===== src/sv/netpbm_image_decoder_defines.svh =====
// Assertion macros for the netpbm image decoder.
// Included by RTL files that carry concurrent checks.
`ifndef NETPBM_IMAGE_DECODER_DEFINES_SVH
`define NETPBM_IMAGE_DECODER_DEFINES_SVH
`ifndef NO_ASSERTIONS
`define NID_ASSERT_IMPL(label, clk, rst, ante, cons, msg) \
   label: assert property (@(posedge clk) disable iff (rst) (ante) |-> (cons)) \
      else $error(msg);
`define NID_ASSERT_NEXT(label, clk, rst, ante, cons, msg) \
   label: assert property (@(posedge clk) disable iff (rst) (ante) |=> (cons)) \
      else $error(msg);
`else
`define NID_ASSERT_IMPL(label, clk, rst, ante, cons, msg)
`define NID_ASSERT_NEXT(label, clk, rst, ante, cons, msg)
`endif
`endif


===== src/sv/nid_pkg.sv =====
// Package for the netpbm image decoder: result kinds,
// format codes and character classes. No dependencies.
`default_nettype none
package nid_pkg;
   localparam int DIM_BITS_DEF = 16;
   localparam logic [1:0] KIND_PIXEL  = 2'd0;
   localparam logic [1:0] KIND_HEADER = 2'd1;
   localparam logic [1:0] KIND_ERROR  = 2'd2;
   localparam logic [2:0] FMT_P1 = 3'd1;
   localparam logic [2:0] FMT_P2 = 3'd2;
   localparam logic [2:0] FMT_P3 = 3'd3;
   localparam logic [2:0] FMT_P4 = 3'd4;
   localparam logic [2:0] FMT_P5 = 3'd5;
   localparam logic [2:0] FMT_P6 = 3'd6;
   localparam logic [7:0] CH_HASH = 8'd35;
   localparam logic [7:0] CH_P    = 8'd80;
   localparam logic [7:0] CH_NL   = 8'd10;
   localparam logic [7:0] CH_ZERO = 8'd48;
   localparam logic [15:0] TOKEN_MAX = 16'hFFFF;

   function automatic logic is_space(input logic [7:0] c);
      return (c == 8'd32) || (c >= 8'd9 && c <= 8'd13);
   endfunction

   function automatic logic is_digit(input logic [7:0] c);
      return (c >= 8'd48) && (c <= 8'd57);
   endfunction

   // Accumulate one decimal digit, saturating at the token maximum.
   function automatic logic [15:0] acc_digit(input logic [15:0] a, input logic [7:0] c);
      logic [19:0] s;
      s = {4'd0, a} * 20'd10 + {16'd0, c[3:0]};
      return (s > {4'd0, TOKEN_MAX}) ? TOKEN_MAX : s[15:0];
   endfunction
endpackage
`default_nettype wire


===== src/sv/netpbm_image_decoder.sv =====
// Top level of the netpbm image decoder: header parser, raster unpacker
// and shared restoring divider. Uses nid_pkg and the defines header.
//
//  channel | dir | handshake             | payload
//  req     | in  | req_valid/req_stall   | req_data_byte
//  rsp     | out | rsp_valid/rsp_stall   | kind, sample_value, dims, flags
//
// A header or raster byte that gives no result leaves the block idle for the next byte.
// A scaled grey or color sample passes through 24 steps of the shared divider,
// a saturate step and the emit state; the next byte is taken only once the
// sample has left the output register.
// A P4 byte gives up to 8 items, one a cycle while the output is not stalled.
// The input is stalled while a byte is in work or a result waits.
// Reset is synchronous and returns the parser to waiting for the magic.
`default_nettype none
`include "netpbm_image_decoder_defines.svh"
module netpbm_image_decoder #(
   parameter int DIM_BITS = nid_pkg::DIM_BITS_DEF
) (
   input  wire logic        clock,
   input  wire logic        reset,
   input  wire logic        req_valid,
   output logic             req_stall,
   input  wire logic [7:0]  req_data_byte,
   output logic             rsp_valid,
   input  wire logic        rsp_stall,
   output logic [1:0]       rsp_kind,
   output logic [7:0]       rsp_sample_value,
   output logic [15:0]      rsp_image_width,
   output logic [15:0]      rsp_image_height,
   output logic [1:0]       rsp_channel_count,
   output logic             rsp_last_of_run,
   output logic             rsp_image_done
);
   import nid_pkg::*;

   localparam logic [3:0] PH_MAGIC = 4'd0, PH_DIGIT = 4'd1, PH_MEND = 4'd2,
      PH_WIDTH = 4'd3, PH_HEIGHT = 4'd4, PH_MAXVAL = 4'd5, PH_RASTER = 4'd6;
   localparam logic [2:0] ST_IDLE = 3'd0, ST_DIV = 3'd1, ST_BITS = 3'd2,
      ST_OUT = 3'd3, ST_FIN = 3'd4;
   localparam logic [DIM_BITS-1:0] DIM_MAX = '1;
   localparam int SL_BITS = 2 * DIM_BITS + 2;

   logic [3:0]  phase_ff;
   logic [2:0]  fmt_ff;
   logic [15:0] tok_ff;
   logic        tstart_ff, cmt_ff;
   logic [DIM_BITS-1:0] wid_ff, hgt_ff, col_ff;
   logic [15:0] maxv_ff;
   logic [SL_BITS-1:0] left_ff;
   logic [2:0]  st_ff;
   logic [7:0]  byte_ff;
   logic [3:0]  bit_ff, bcnt_ff;
   // marks a header emit in ST_OUT
   logic        hdr_ff;
   // divider
   logic [23:0] dvd_ff;
   logic [16:0] rem_ff;
   logic [4:0]  step_ff;
   // output register
   logic        ov_ff;
   logic [1:0]  okind_ff, och_ff;
   logic [7:0]  oval_ff;
   logic [15:0] ow_ff, oh_ff;
   logic        olast_ff, odone_ff;
   // pending post-emit reset after an error or the image end
   logic        rst_after_ff;

   assign req_stall = (st_ff != ST_IDLE) || ov_ff;
   wire acc = req_valid && !req_stall;
   wire out_free = !ov_ff || !rsp_stall;
   wire out_load = out_free &&
      (st_ff == ST_BITS || st_ff == ST_OUT || st_ff == ST_FIN);

   assign rsp_valid = ov_ff;
   assign rsp_kind = okind_ff;
   assign rsp_sample_value = oval_ff;
   assign rsp_image_width = ow_ff;
   assign rsp_image_height = oh_ff;
   assign rsp_channel_count = och_ff;
   assign rsp_last_of_run = olast_ff;
   assign rsp_image_done = odone_ff;

   wire [1:0] chn = (fmt_ff == FMT_P3 || fmt_ff == FMT_P6) ? 2'd3 : 2'd1;
   wire [DIM_BITS-1:0] tok_dim = (tok_ff > 16'(DIM_MAX)) ?
      DIM_MAX : tok_ff[DIM_BITS-1:0];
   wire [SL_BITS-1:0] wh = SL_BITS'(wid_ff) * SL_BITS'(hgt_ff);
   wire [SL_BITS-1:0] left_dec = (left_ff != '0) ? left_ff - 1'b1 : left_ff;
   wire [DIM_BITS:0] wrem = {1'b0, wid_ff} - {1'b0, col_ff};
   wire [3:0] p4cnt = (wrem > (DIM_BITS+1)'(8)) ? 4'd8 : wrem[3:0];
   wire [16:0] rtry = {rem_ff[15:0], dvd_ff[23]} - {1'b0, maxv_ff};

   always_ff @(posedge clock) begin
      if (reset) begin
         phase_ff <= PH_MAGIC; fmt_ff <= '0; tok_ff <= '0; tstart_ff <= 1'b0;
         cmt_ff <= 1'b0; wid_ff <= '0; hgt_ff <= '0; maxv_ff <= 16'd1;
         left_ff <= '0; col_ff <= '0; st_ff <= ST_IDLE; ov_ff <= 1'b0;
         rst_after_ff <= 1'b0;
      end else begin
         // Drop the shown item once taken unless a new one replaces it
         if (ov_ff && !rsp_stall && !out_load) ov_ff <= 1'b0;
         unique case (st_ff)
            ST_IDLE: if (acc) begin
               // Parse one byte
               logic [7:0] c;
               logic lastt;
               c = req_data_byte;
               lastt = (phase_ff == PH_MAXVAL) ||
                  (phase_ff == PH_HEIGHT && (fmt_ff == FMT_P1 || fmt_ff == FMT_P4));
               byte_ff <= c;
               unique case (phase_ff) inside
                  PH_MAGIC: if (!is_space(c)) begin
                     if (c != CH_P) st_ff <= ST_FIN; else phase_ff <= PH_DIGIT;
                  end
                  PH_DIGIT: if (c < 8'd49 || c > 8'd54) st_ff <= ST_FIN;
                     else begin fmt_ff <= c[2:0]; phase_ff <= PH_MEND; end
                  PH_MEND: if (!is_space(c)) st_ff <= ST_FIN;
                     else begin
                        phase_ff <= PH_WIDTH; tok_ff <= '0; tstart_ff <= 1'b0;
                        cmt_ff <= 1'b0;
                     end
                  PH_WIDTH, PH_HEIGHT, PH_MAXVAL: begin
                     if (cmt_ff) begin
                        if (c == CH_NL) cmt_ff <= 1'b0;
                     end else if (is_digit(c)) begin
                        tok_ff <= acc_digit(tok_ff, c); tstart_ff <= 1'b1;
                     end else if (!tstart_ff) begin
                        if (c == CH_HASH) cmt_ff <= 1'b1;
                        else if (!is_space(c)) st_ff <= ST_FIN;
                     end else if (!lastt && !is_space(c) && c != CH_HASH) begin
                        st_ff <= ST_FIN;
                     end else begin
                        if (phase_ff == PH_WIDTH) wid_ff <= tok_dim;
                        else if (phase_ff == PH_HEIGHT) hgt_ff <= tok_dim;
                        else maxv_ff <= tok_ff;
                        tok_ff <= '0; tstart_ff <= 1'b0;
                        if (lastt) begin
                           phase_ff <= PH_RASTER; st_ff <= ST_OUT;
                           hdr_ff <= 1'b1;
                        end else begin
                           if (c == CH_HASH) cmt_ff <= 1'b1;
                           phase_ff <= phase_ff + 4'd1;
                        end
                     end
                  end
                  PH_RASTER: begin
                     unique case (fmt_ff) inside
                        FMT_P1: if (is_digit(c)) begin
                           dvd_ff <= {(c == CH_ZERO) ? 8'd255 : 8'd0, 16'd0};
                           st_ff <= ST_OUT; hdr_ff <= 1'b0;
                        end else if (!is_space(c)) st_ff <= ST_FIN;
                        FMT_P2, FMT_P3: if (is_digit(c)) begin
                           tok_ff <= acc_digit(tok_ff, c); tstart_ff <= 1'b1;
                        end else if (is_space(c)) begin
                           if (tstart_ff) begin
                              dvd_ff <= {tok_ff, 8'd0} - {8'd0, tok_ff};
                              rem_ff <= '0; step_ff <= '0; st_ff <= ST_DIV;
                              tok_ff <= '0; tstart_ff <= 1'b0;
                           end
                        end else st_ff <= ST_FIN;
                        FMT_P4: begin
                           bit_ff <= '0; bcnt_ff <= p4cnt;
                           if (col_ff + DIM_BITS'(p4cnt) >= wid_ff) col_ff <= '0;
                           else col_ff <= col_ff + DIM_BITS'(p4cnt);
                           if (p4cnt != 4'd0 && left_ff != '0) st_ff <= ST_BITS;
                        end
                        default: begin
                           dvd_ff <= {8'd0, c, 8'd0} - {16'd0, c};
                           rem_ff <= '0; step_ff <= '0; st_ff <= ST_DIV;
                        end
                     endcase
                  end
                  default: phase_ff <= PH_MAGIC;
               endcase
            end
            ST_DIV: begin
               // One restoring step per cycle on the shared divider
               if (step_ff == 5'd24) begin
                  dvd_ff <= {(dvd_ff[23:8] != 16'd0) ? 8'd255 : dvd_ff[7:0], 16'd0};
                  st_ff <= ST_OUT; hdr_ff <= 1'b0;
               end else begin
                  if (!rtry[16]) begin
                     rem_ff <= rtry; dvd_ff <= {dvd_ff[22:0], 1'b1};
                  end else begin
                     rem_ff <= {rem_ff[15:0], dvd_ff[23]}; dvd_ff <= {dvd_ff[22:0], 1'b0};
                  end
                  step_ff <= step_ff + 5'd1;
               end
            end
            ST_BITS: if (out_free) begin
               // Emit one P4 bit
               logic fin;
               fin = (bit_ff + 4'd1 == bcnt_ff) || (left_dec == '0);
               ov_ff <= 1'b1; okind_ff <= KIND_PIXEL;
               oval_ff <= byte_ff[3'd7 - bit_ff[2:0]] ? 8'd0 : 8'd255;
               ow_ff <= '0; oh_ff <= '0; och_ff <= '0;
               olast_ff <= fin; odone_ff <= (left_dec == '0);
               left_ff <= left_dec; bit_ff <= bit_ff + 4'd1;
               if (fin) begin
                  st_ff <= ST_IDLE;
                  if (left_dec == '0) begin
                     phase_ff <= PH_MAGIC; fmt_ff <= '0; wid_ff <= '0; hgt_ff <= '0;
                     maxv_ff <= 16'd1; col_ff <= '0; tok_ff <= '0; tstart_ff <= 1'b0;
                     cmt_ff <= 1'b0;
                  end
               end
            end
            ST_OUT: if (out_free) begin
               ov_ff <= 1'b1; olast_ff <= 1'b1; st_ff <= ST_IDLE;
               if (hdr_ff) begin
                  // Header item, or an error item for a bad maxval
                  if (maxv_ff == '0 || ((fmt_ff == FMT_P5 || fmt_ff == FMT_P6) &&
                        maxv_ff > 16'd255)) begin
                     okind_ff <= KIND_ERROR; oval_ff <= '0; ow_ff <= '0; oh_ff <= '0;
                     och_ff <= '0; odone_ff <= 1'b0; rst_after_ff <= 1'b1;
                  end else begin
                     logic [SL_BITS-1:0] n;
                     n = (chn == 2'd3) ? (wh << 1) + wh : wh;
                     okind_ff <= KIND_HEADER; oval_ff <= '0;
                     ow_ff <= 16'(wid_ff); oh_ff <= 16'(hgt_ff); och_ff <= chn;
                     odone_ff <= (n == '0); left_ff <= n; col_ff <= '0;
                     cmt_ff <= 1'b0; rst_after_ff <= (n == '0);
                  end
               end else begin
                  okind_ff <= KIND_PIXEL; oval_ff <= dvd_ff[23:16];
                  ow_ff <= '0; oh_ff <= '0; och_ff <= '0;
                  odone_ff <= (left_dec == '0); left_ff <= left_dec;
                  rst_after_ff <= (left_dec == '0);
               end
            end
            ST_FIN: if (out_free) begin
               ov_ff <= 1'b1; olast_ff <= 1'b1; okind_ff <= KIND_ERROR;
               oval_ff <= '0; ow_ff <= '0; oh_ff <= '0; och_ff <= '0;
               odone_ff <= 1'b0; rst_after_ff <= 1'b1; st_ff <= ST_IDLE;
            end
            default: st_ff <= ST_IDLE;
         endcase
         // Return to reset state after an error or the image end
         if (rst_after_ff) begin
            rst_after_ff <= 1'b0;
            phase_ff <= PH_MAGIC; fmt_ff <= '0; wid_ff <= '0; hgt_ff <= '0;
            maxv_ff <= 16'd1; col_ff <= '0; tok_ff <= '0; tstart_ff <= 1'b0;
            cmt_ff <= 1'b0; left_ff <= '0;
         end
      end
   end

   // rst_after_ff is set only with an item and cleared next cycle; the input
   // is stalled then because the item is still shown or was just taken.
   `NID_ASSERT_IMPL(a_no_acc_busy, clock, reset, st_ff != ST_IDLE, !acc,
      "item accepted while busy")
   `NID_ASSERT_IMPL(a_pix_only_raster, clock, reset,
      st_ff == ST_DIV, phase_ff == PH_RASTER, "divider runs outside raster")
   `NID_ASSERT_NEXT(a_rst_once, clock, reset, rst_after_ff, !rst_after_ff,
      "reset pulse held")
   `NID_ASSERT_IMPL(a_err_fields, clock, reset, ov_ff && okind_ff == KIND_ERROR,
      !odone_ff && olast_ff, "error item fields")
endmodule
`default_nettype wire

===== config.mk =====
export PLATFORM = sky130hd
export DESIGN_NAME = netpbm_image_decoder
export DESIGN_NICKNAME = d
export VERILOG_FILES = /design/src/sv/nid_pkg.sv /design/src/sv/netpbm_image_decoder.sv
export VERILOG_INCLUDE_DIRS = /design/src /design/src/sv
export SDC_FILE = /design/constraint.sdc
export NUM_CORES = 1
export LEC_CHECK = 0
export BUFFER_PORTS_ARGS = -buffer_cell sky130_fd_sc_hd__buf_2
export CAP_MARGIN = 0
export CELL_PAD_IN_SITES_DETAIL_PLACEMENT = 1
export CELL_PAD_IN_SITES_GLOBAL_PLACEMENT = 1
export CORE_ASPECT_RATIO = 0.6
export CORE_MARGIN = 4
export CORE_UTILIZATION = 54
export DETAILED_ROUTE_END_ITERATION = 12
export GPL_TIMING_DRIVEN = 0
export PLACE_DENSITY_LB_ADDON = 0.25
export REMOVE_ABC_BUFFERS = 1
export SYNTH_ARGS = -nofsm -noshare
export SYNTH_HDL_FRONTEND = slang
export SYNTH_SLANG_ARGS = --single-unit

===== constraint.sdc =====
create_clock -name clock -period 16.9 [get_ports clock]
set_input_delay 0 -clock clock [delete_from_list [all_inputs] [get_ports clock]]
set_output_delay 0 -clock clock [all_outputs]
set_load 0.005 [all_outputs]

==> key figures, run 1 <==
Worst setup path
  – WP data arrival: 12.08 ns
  – CP most frequent cell: fa_1
  – Buffers and inverters on the worst path: 4
  – Setup Crit Path Kind: reg -> reg
  – Crit-path leading delay family: adder cells
  – Crit-path max FO: 19
  – CP max-delay cell: dfxtp_1
  – CP Capture Type: flop
  – Critical Path RT: 17.27 ns
  – Crit path largest cell delay: 1.19 ns
  – Startpoint Class: flop

Place
  – Gp weighted congestion: 0.9619
  – Detailed Place HPWL: 73380 µm
  – Placed cell count: 3763
  – PortBufs: 59

Layout
  – Layout area overhead: 5.562%
  – Layout Nets: 3613
  – Fill count: 5814
  – Share of layout cells above drive strength 1: 0.05821
  – Finished Layout Cells: 3820
  – Multi-input combinational cell area: 19210 µm²
  – Storage cell area: 5806 µm²

Die
  – Row count: 62
  – Die Height: 180.7 µm
  – Num ports: 60
  – Chip width: 295.8 µm
  – Core region area: 48480 µm²
  – Die Area: 53450 µm²
  – Initial core utilization: 0.5535

Route
  – WL/cell: 25.20 µm
  – Vias/cell: 6.594
  – DRT Pass-1 Iters: 6
  – Routed Antenna Nets: 0
  – First-iteration detailed-routing DRC count: 2460
  – DRC: 0
  – Via count: 25190
  – Wirelength, routed: 96270 µm

Synth
  – Cells after synthesis: 3219
  – Share of the synthesized area in the top cell type: 0.1492
  – Synth cell types: 101
  – Ys flop type: dfxtp_1
  – Avg Synthesized Cell Area: 8.337 µm²
  – EDFF count, synth: 108
  – Seq/Total Area, Yosys: 0.2163
  – Synth area leaders: fa_1, edfxtp_1, ha_1
  – Fraction of registers with async set/reset: 0
  – FF+latch count, synth: 236
  – Yosys warns: 0
  – Netlist Area Pre-Place: 26840 µm²
  – Synth area leader: fa_1

Timing
  – Period utilization: 0.6931
  – # setup viols final: 0
  – Worst-Margin Slew: 1.332 ns
  – Fmax: 0.08537 GHz
  – Worst Skew: 0.02303 ns
  – Slew Limit Headroom: 0.1037
  – Worst hold margin: 0.03879 ns
  – Endpoints failing hold: 0
  – RSZ-0062 raised after global routing: false
  – Minimum clock period after layout: 11.71 ns
  – Final Slew Violations: 0
  – Sum Neg Setup Slack: 0 ns

Flow run
  – Max Cap Viol: 0

GRT
  – Total Routing Usage GR: 0.3569
  – Largest net degree at the start of global routing: 44
  – Gr ovfl total: 0
  – Global-route wire length before repair: 151400 µm
  – Initial antenna violation count: 3
  – Vias in the first global route: 26670

Clock network
  – CTS tree: built
  – Root Driver: clkbuf_16
  – Post_cts resized: 0
  – Clk_lat worst skew: 0.56 ns
  – Post-CTS Setup Bufs: 0
  – Clk buf depth: 3
  – H-tree Lvls: 1
  – Reg clk slew, reported paths: 0.07 ns
  – CTS buffer count: 24
  – Sink Count: 236

Power and ir drop
  – Peak supply drop: 68.23 µV
  – Pwr dens: 48.03 nW/µm²
  – Static Leak: 11.52 nW

Hold path
  – Hold crit path type: in -> reg

Run status
  – Status: complete, no violations
[path summary, 6_finish.rpt]
path | slack (ns) | from | depth (start not counted) | endpoint
min reg2reg | 0.51 | phase_ff[1] | 2 | phase_ff[1]
max | 5.19 | wid_ff[4] | 31 | rsp_image_done
max reg2reg | 5.19 | wid_ff[4] | 31 | rsp_image_done
min | 0.04 | req_valid | 3 | bcnt_ff[3]
[registers in the layout, summed over array words and instances (netlist names), 2 cells and up]
name               count
left_ff               34
dvd_ff                24
col_ff                16
hgt_ff                16
maxv_ff               16
rem_ff                16
rsp_image_height      16
rsp_image_width       16
tok_ff                16
wid_ff                16
byte_ff                8
rsp_sample_value       8
step_ff                5
bcnt_ff                4
bit_ff                 4
phase_ff               4
fmt_ff                 3
st_ff                  3
rsp_channel_count      2
rsp_kind               2
[power breakdown]
| group | internal (mW) | leakage, nW | switching (mW) | total [mW] |
|---|---|---|---|---|
| clock network | 0.296 | 0.379 | 0.245 | 0.541 |
| logic | 0.0530 | 9.11 | 0.133 | 0.186 |
| registers | 0.620 | 2.03 | 0.0143 | 0.634 |
| total | 0.968 | 11.5 | 0.392 | 1.36 |
[cells in the final DEF, fill, tap and decap left out, types with 18 or more instances in the layout]
master / instances
nand2_1: 349
inv_1: 314
ha_1: 241
nor2_1: 219
o21ai_0: 209
fa_1: 200
a21oi_1: 163
and2_1: 136
nand3_1: 133
dfxtp_1: 128
edfxtp_1: 108
xnor2_1: 92
nor3_1: 83
buf_2: 60
xor2_1: 55
a21o_1: 39
nor2b_1: 36
a31oi_1: 34
mux2i_1: 33
nor4_1: 30
nand2b_1: 29
a211oi_1: 28
nand4_1: 24
clkbuf_16: 24
o22ai_1: 23
o21a_1: 19
and3_1: 18
[metrics by stage]
stage / utilization / power, mW / instance area (µm²) / setup slack [ns]
final: 0.5843 / 1.361 / 28330 / 5.187
after detailed placement: 0.5659 / 0.8210 / 27440 / 5.334
after floorplan: - / 0.7416 / 26110 / 8.494
after global placement: 0.5612 / 0.8005 / 27210 / 5.739
after CTS: 0.5839 / 1.356 / 28310 / 5.276
after global routing: 0.5843 / 1.403 / 28330 / 4.523
[per-layer routing]
metal | part of all wire | track usage | routed length [µm]
met5 | 0 | 0 | 0
met3 | 0.11 | 0.1056 | 11000
met2 | 0.43 | 0.5394 | 41450
met4 | 0.033 | 0.1059 | 3148
met1 | 0.42 | 0.4957 | 40670
[final cells by class]
type / instances / area share
Multi-Input combinational cell: 2503 / 0.6779
Timing Repair Buffer: 80 / 0.01970
Antenna cell: 2 / 0.0001767
Sequential cell: 236 / 0.2049
Tap cell: 640 / 0.02826
Inverter: 315 / 0.04173
Clock buffer: 32 / 0.02367
Clock inverter: 12 / 0.003621
[tightest hold or removal path: stages]
cell      delay (ns)
buf_2           0.13
nand2b_1        0.10
nor4_1          0.16
[cell usage after synthesis (14+ instances only)]
| cell | instances |
|---|---|
| buf_1 | 15 |
| a22oi_1 | 14 |
| o22ai_1 | 23 |
| ha_1 | 241 |
| o211ai_1 | 14 |
| nand2b_1 | 30 |
| or3_1 | 17 |
| a211oi_1 | 30 |
| nor4_1 | 30 |
| o21ai_0 | 209 |
| edfxtp_1 | 108 |
| xor2_1 | 55 |
| nor3_1 | 83 |
| fa_1 | 200 |
| o221ai_1 | 14 |
| a21o_1 | 39 |
| a21oi_1 | 164 |
| nor2b_1 | 37 |
| clkbuf_1 | 134 |
| nand2_1 | 350 |
| nand3_1 | 134 |
| mux2i_1 | 33 |
| dfxtp_1 | 128 |
| xnor2_1 | 93 |
| and2_1 | 137 |
| nand4_1 | 24 |
| a31oi_1 | 34 |
| and3_1 | 19 |
| inv_1 | 314 |
| o21bai_1 | 14 |
| o21a_1 | 19 |
| nor2_1 | 222 |
[what timing repair did]
item,4_1_cts,5_1_grt
setup endpoints to repair,0,0
hold buffers,10,0
hold endpoints to repair,20,0
[logic make-up (layout without fill, tap and decap cells)]
group           count (synthesis)  in the layout  share of synthesized area
xor+xnor                      148            148                    0.04830
compound gates                711            711                     0.1718
other cells                     0              2                          0
mux                            39             39                    0.01566
buf+inv                       480            439                    0.07109
simple gates                 1164           1164                     0.2153
flops                         236            236                     0.2163
fa+ha+maj                     441            441                     0.2615
Note: power is estimated with default switching activity, not from simulation.
==> run 2: changes to the inputs <==
- ABC_AREA: default -> 1
- CORE_UTILIZATION: 54 -> 43
- clock period: 16.9 -> 9.55 ns (I/O delays scaled with it)
==> run 2 against run 1 <==
  * Core utilization fell by 12 points
  * Synthesized cell count up 38%
  * Clock power is 87% higher
  * Critical endpoint unchanged
  * Sequential share of layout area is 2.0 points lower
  * Register-to-register slack worse by 5.0 ns
  * Global-route usage decreased by 6.4 points
==> key figures, run 2 <==
Worst setup path
  – CP most frequent cell: nand2_1
  – Startpoint Class: flop
  – Setup Crit Path Kind: reg -> reg
  – Critical Path RT: 9.86 ns (-7.41 ns)
  – Reg2reg setup slack: 0.20 ns (-4.99 ns)
  – CP max-delay cell: dfxtp_1
  – WP data arrival: 9.66 ns (-2.42 ns)
  – CP Capture Type: flop
  – Crit path largest cell delay: 1.20 ns (about the same)
  – Crit-path max FO: 19 (unchanged)

Die
  – Core region area: 66950 µm² (+38%)
  – Num ports: 60 (unchanged)
  – Initial core utilization: 0.4390 (-0.1146)
  – Row count: 73 (+18%)
  – Die Height: 210.5 µm (+17%)
  – Die Area: 72730 µm² (+36%)
  – Chip width: 345.5 µm (+17%)

Synth
  – Most frequent cell after synthesis: nand2_1
  – Synth area leader: nand2_1
  – Fraction of registers with async set/reset: 0 (unchanged)
  – Seq/Total Area, Yosys: 0.1975 (-0.01877)
  – Share of the synthesized area in the top cell type: 0.1584 (+0.009195)
  – EDFF count, synth: 108 (unchanged)
  – Avg Synthesized Cell Area: 6.594 µm² (-21%)
  – Commonest cells post-synth: nand2_1, inv_1, nor2_1
  – Cells after synthesis: 4457 (+38%)
  – Synth cell types: 59 (-42%)
  – Ys flop type: dfxtp_1
  – Netlist Area Pre-Place: 29390 µm² (+9.5%)
  – Yosys warns: 0 (unchanged)
  – FF+latch count, synth: 236 (unchanged)
  – Synth area leaders: nand2_1, fa_1, edfxtp_1

Route
  – WL/cell: 20.30 µm (-19%)
  – First-iteration detailed-routing DRC count: 2604 (+5.9%)
  – DRC: 0 (unchanged)
  – Vias/cell: 5.455 (-17%)
  – Via count: 29160 (+16%)
  – Routed Antenna Nets: 0 (unchanged)
  – DRT Pass-1 Iters: 6 (unchanged)
  – Wirelength, routed: 108500 µm (+13%)

Layout
  – Commonest non-fill, non-tap cell in the layout: nand2_1
  – Layout area overhead: 6.808%
  – Post-route cell area: 31390 µm² (+11%)
  – Share of layout cells above drive strength 1: 0.03599 (-0.02223)
  – Biggest register: left_ff
  – Most frequent cells in the layout: nand2_1, inv_1, nor2_1
  – Biggest regs: left_ff: 34 flops, dvd_ff: 24 flops
  – Finished Layout Cells: 5346 (+40%)
  – Max reg flops: 34 (unchanged)
  – Layout Nets: 4880 (+35%)
  – Antenna Cells: 0 (-2)

Clock network
  – Root Driver: clkbuf_16
  – Sink Count: 236 (unchanged)
  – H-tree Lvls: 1 (unchanged)
  – Reg clk slew, reported paths: 0.07 ns (about the same)
  – CTS buffer count: 25 (+4.2%)
  – Clk buf depth: 3 (unchanged)
  – Clk_lat worst skew: 0.60 ns (+0.04 ns)
  – Post-CTS Setup Bufs: 0 (unchanged)
  – CTS tree: built

Timing
  – Slew Limit Headroom: 0.04731 (-0.05638)
  – # setup viols final: 0 (unchanged)
  – Sum Neg Setup Slack: 0 ns (unchanged)
  – Worst Skew: 0.04253 ns (+0.01950 ns)
  – Period utilization: 0.9793 (+0.2862)
  – Worst-Margin Slew: 1.416 ns (+0.08379 ns)
  – Minimum clock period after layout: 9.352 ns (-2.361 ns)
  – RSZ-0062 raised after global routing: false
  – Fmax: 0.1069 GHz (+25%)
  – Endpoints failing hold: 0 (unchanged)
  – Final Slew Violations: 0 (unchanged)

GRT
  – Initial antenna violation count: 0 (-3)
  – Met1 usage: 0.4706 (-0.02514)
  – Gr ovfl total: 0 (unchanged)
  – Vias in the first global route: 28740 (+7.8%)
  – Met2 Usage GRT: 0.3925 (-0.1469)
  – Global-route met3 utilization: 0.08181 (-0.02376)
  – GRT busiest layer: met1
  – Largest net degree at the start of global routing: 52 (+18%)
  – Total Routing Usage GR: 0.2927 (-0.06422)
  – Global-route wire length before repair: 168700 µm (+11%)

Place
  – Detailed Place HPWL: 86320 µm (+18%)
  – Cell area after placement: 30490 µm² (+11%)
  – Placed cell count: 5289 (+41%)
  – Gp weighted congestion: 0.9808 (+2.0%)
  – PortBufs: 59 (unchanged)

Hold path
  – Hold crit path type: in -> reg

Run status
  – Status: complete, no violations

Power and ir drop
  – Static Leak: 15.99 nW (+39%)
  – Peak supply drop: 153.4 µV (+120%)
  – Pwr dens: 183.3 nW/µm² (+280%)
  – Total power: 5.755 mW (+320%)

Flow run
  – Max Cap Viol: 0 (unchanged)
-- run 2: cell count changes after synthesis, moves of 25 or more --
cell      delta
nand2_1    +890
and2_1     -112
nor2_1     +280
nand4_1     +25
a21oi_1     +27
inv_1      +546
mux2i_1     -33
nor2b_1     -37
nand2b_1    -30
o21ai_0     -71
nand3_1     +97
a21o_1      -35
xnor2_1     -61
-- run 2: timing repair --
action / in CTS / in global routing
setup endpoints to repair: 0 / 2
resized for setup: 0 / 7
hold buffers: 11 / 0
endpoints found under the hold margin: 15 / 0
-- run 2: path summary, 6_finish.rpt --
kind                            startpoint        endpoint  cells after the start
worst max-delay path             wid_ff[5]  rsp_image_done                     30
worst min-delay path             req_valid      bcnt_ff[3]                      3
worst max register to register   wid_ff[5]  rsp_image_done                     30
worst min register to register   col_ff[3]       col_ff[3]                      2
-- run 2: critical path: cells and delay by family, from the launching register on --
kind | cells | cell delay, ns
buffers and inverters | 1 | 0.05
adders and majority gates | 8 | 4.00
DFF | 1 | 1.20
and+or+nand+nor | 18 | 3.39
AOI/OAI and AO/OA | 3 | 0.42
-- run 2: stage by stage --
step | setup WS (ns) | util | hold slack [ns]
detailed placement | 0.3356 | 0.4553 | 0.2439
CTS | 0.3108 | 0.4687 | 0.04736
finish | 0.1978 | 0.4688 | 0.08655
global placement | 0.4952 | 0.4516 | 0.2403
global route | 0.002157 | 0.4688 | 0.07306
floorplan | 2.498 | - | 0.06907
-- run 2: logic make-up after synthesis --
| family | after synthesis | share of synthesized area |
|---|---|---|
| AO/OA/AOI/OAI | 488 | 0.09805 |
| XOR/XNOR | 92 | 0.02742 |
| adder cells (fa/ha/maj) | 441 | 0.2388 |
| buffers and inverters | 1008 | 0.1302 |
| flip-flops | 236 | 0.1975 |
| AND/OR/NAND/NOR | 2192 | 0.3079 |
-- run 2: metal layers --
layer | vias to the layer above | share of wire
met5 | - | 0
met2 | 1069 | 0.37
li1 | 13870 | -
met3 | 73 | 0.11
met1 | 14160 | 0.51
met4 | 0 | 0.010
-- run 2: cell type report --
class                      instances  area (µm²)
multi-input combinational       3213       19810
clock buffer                      38       684.4
fill                            8952       35560
clock inverter                     8       97.59
inverter                         866        3253
tap                              900        1126
sequential                       236        5814
timing repair buffer              85       604.3
-- run 2: report_power, final --
part / switching [mW] / internal [mW]
clock network: 0.457 / 0.549
logic: 2.29 / 0.945
registers: 0.222 / 1.29
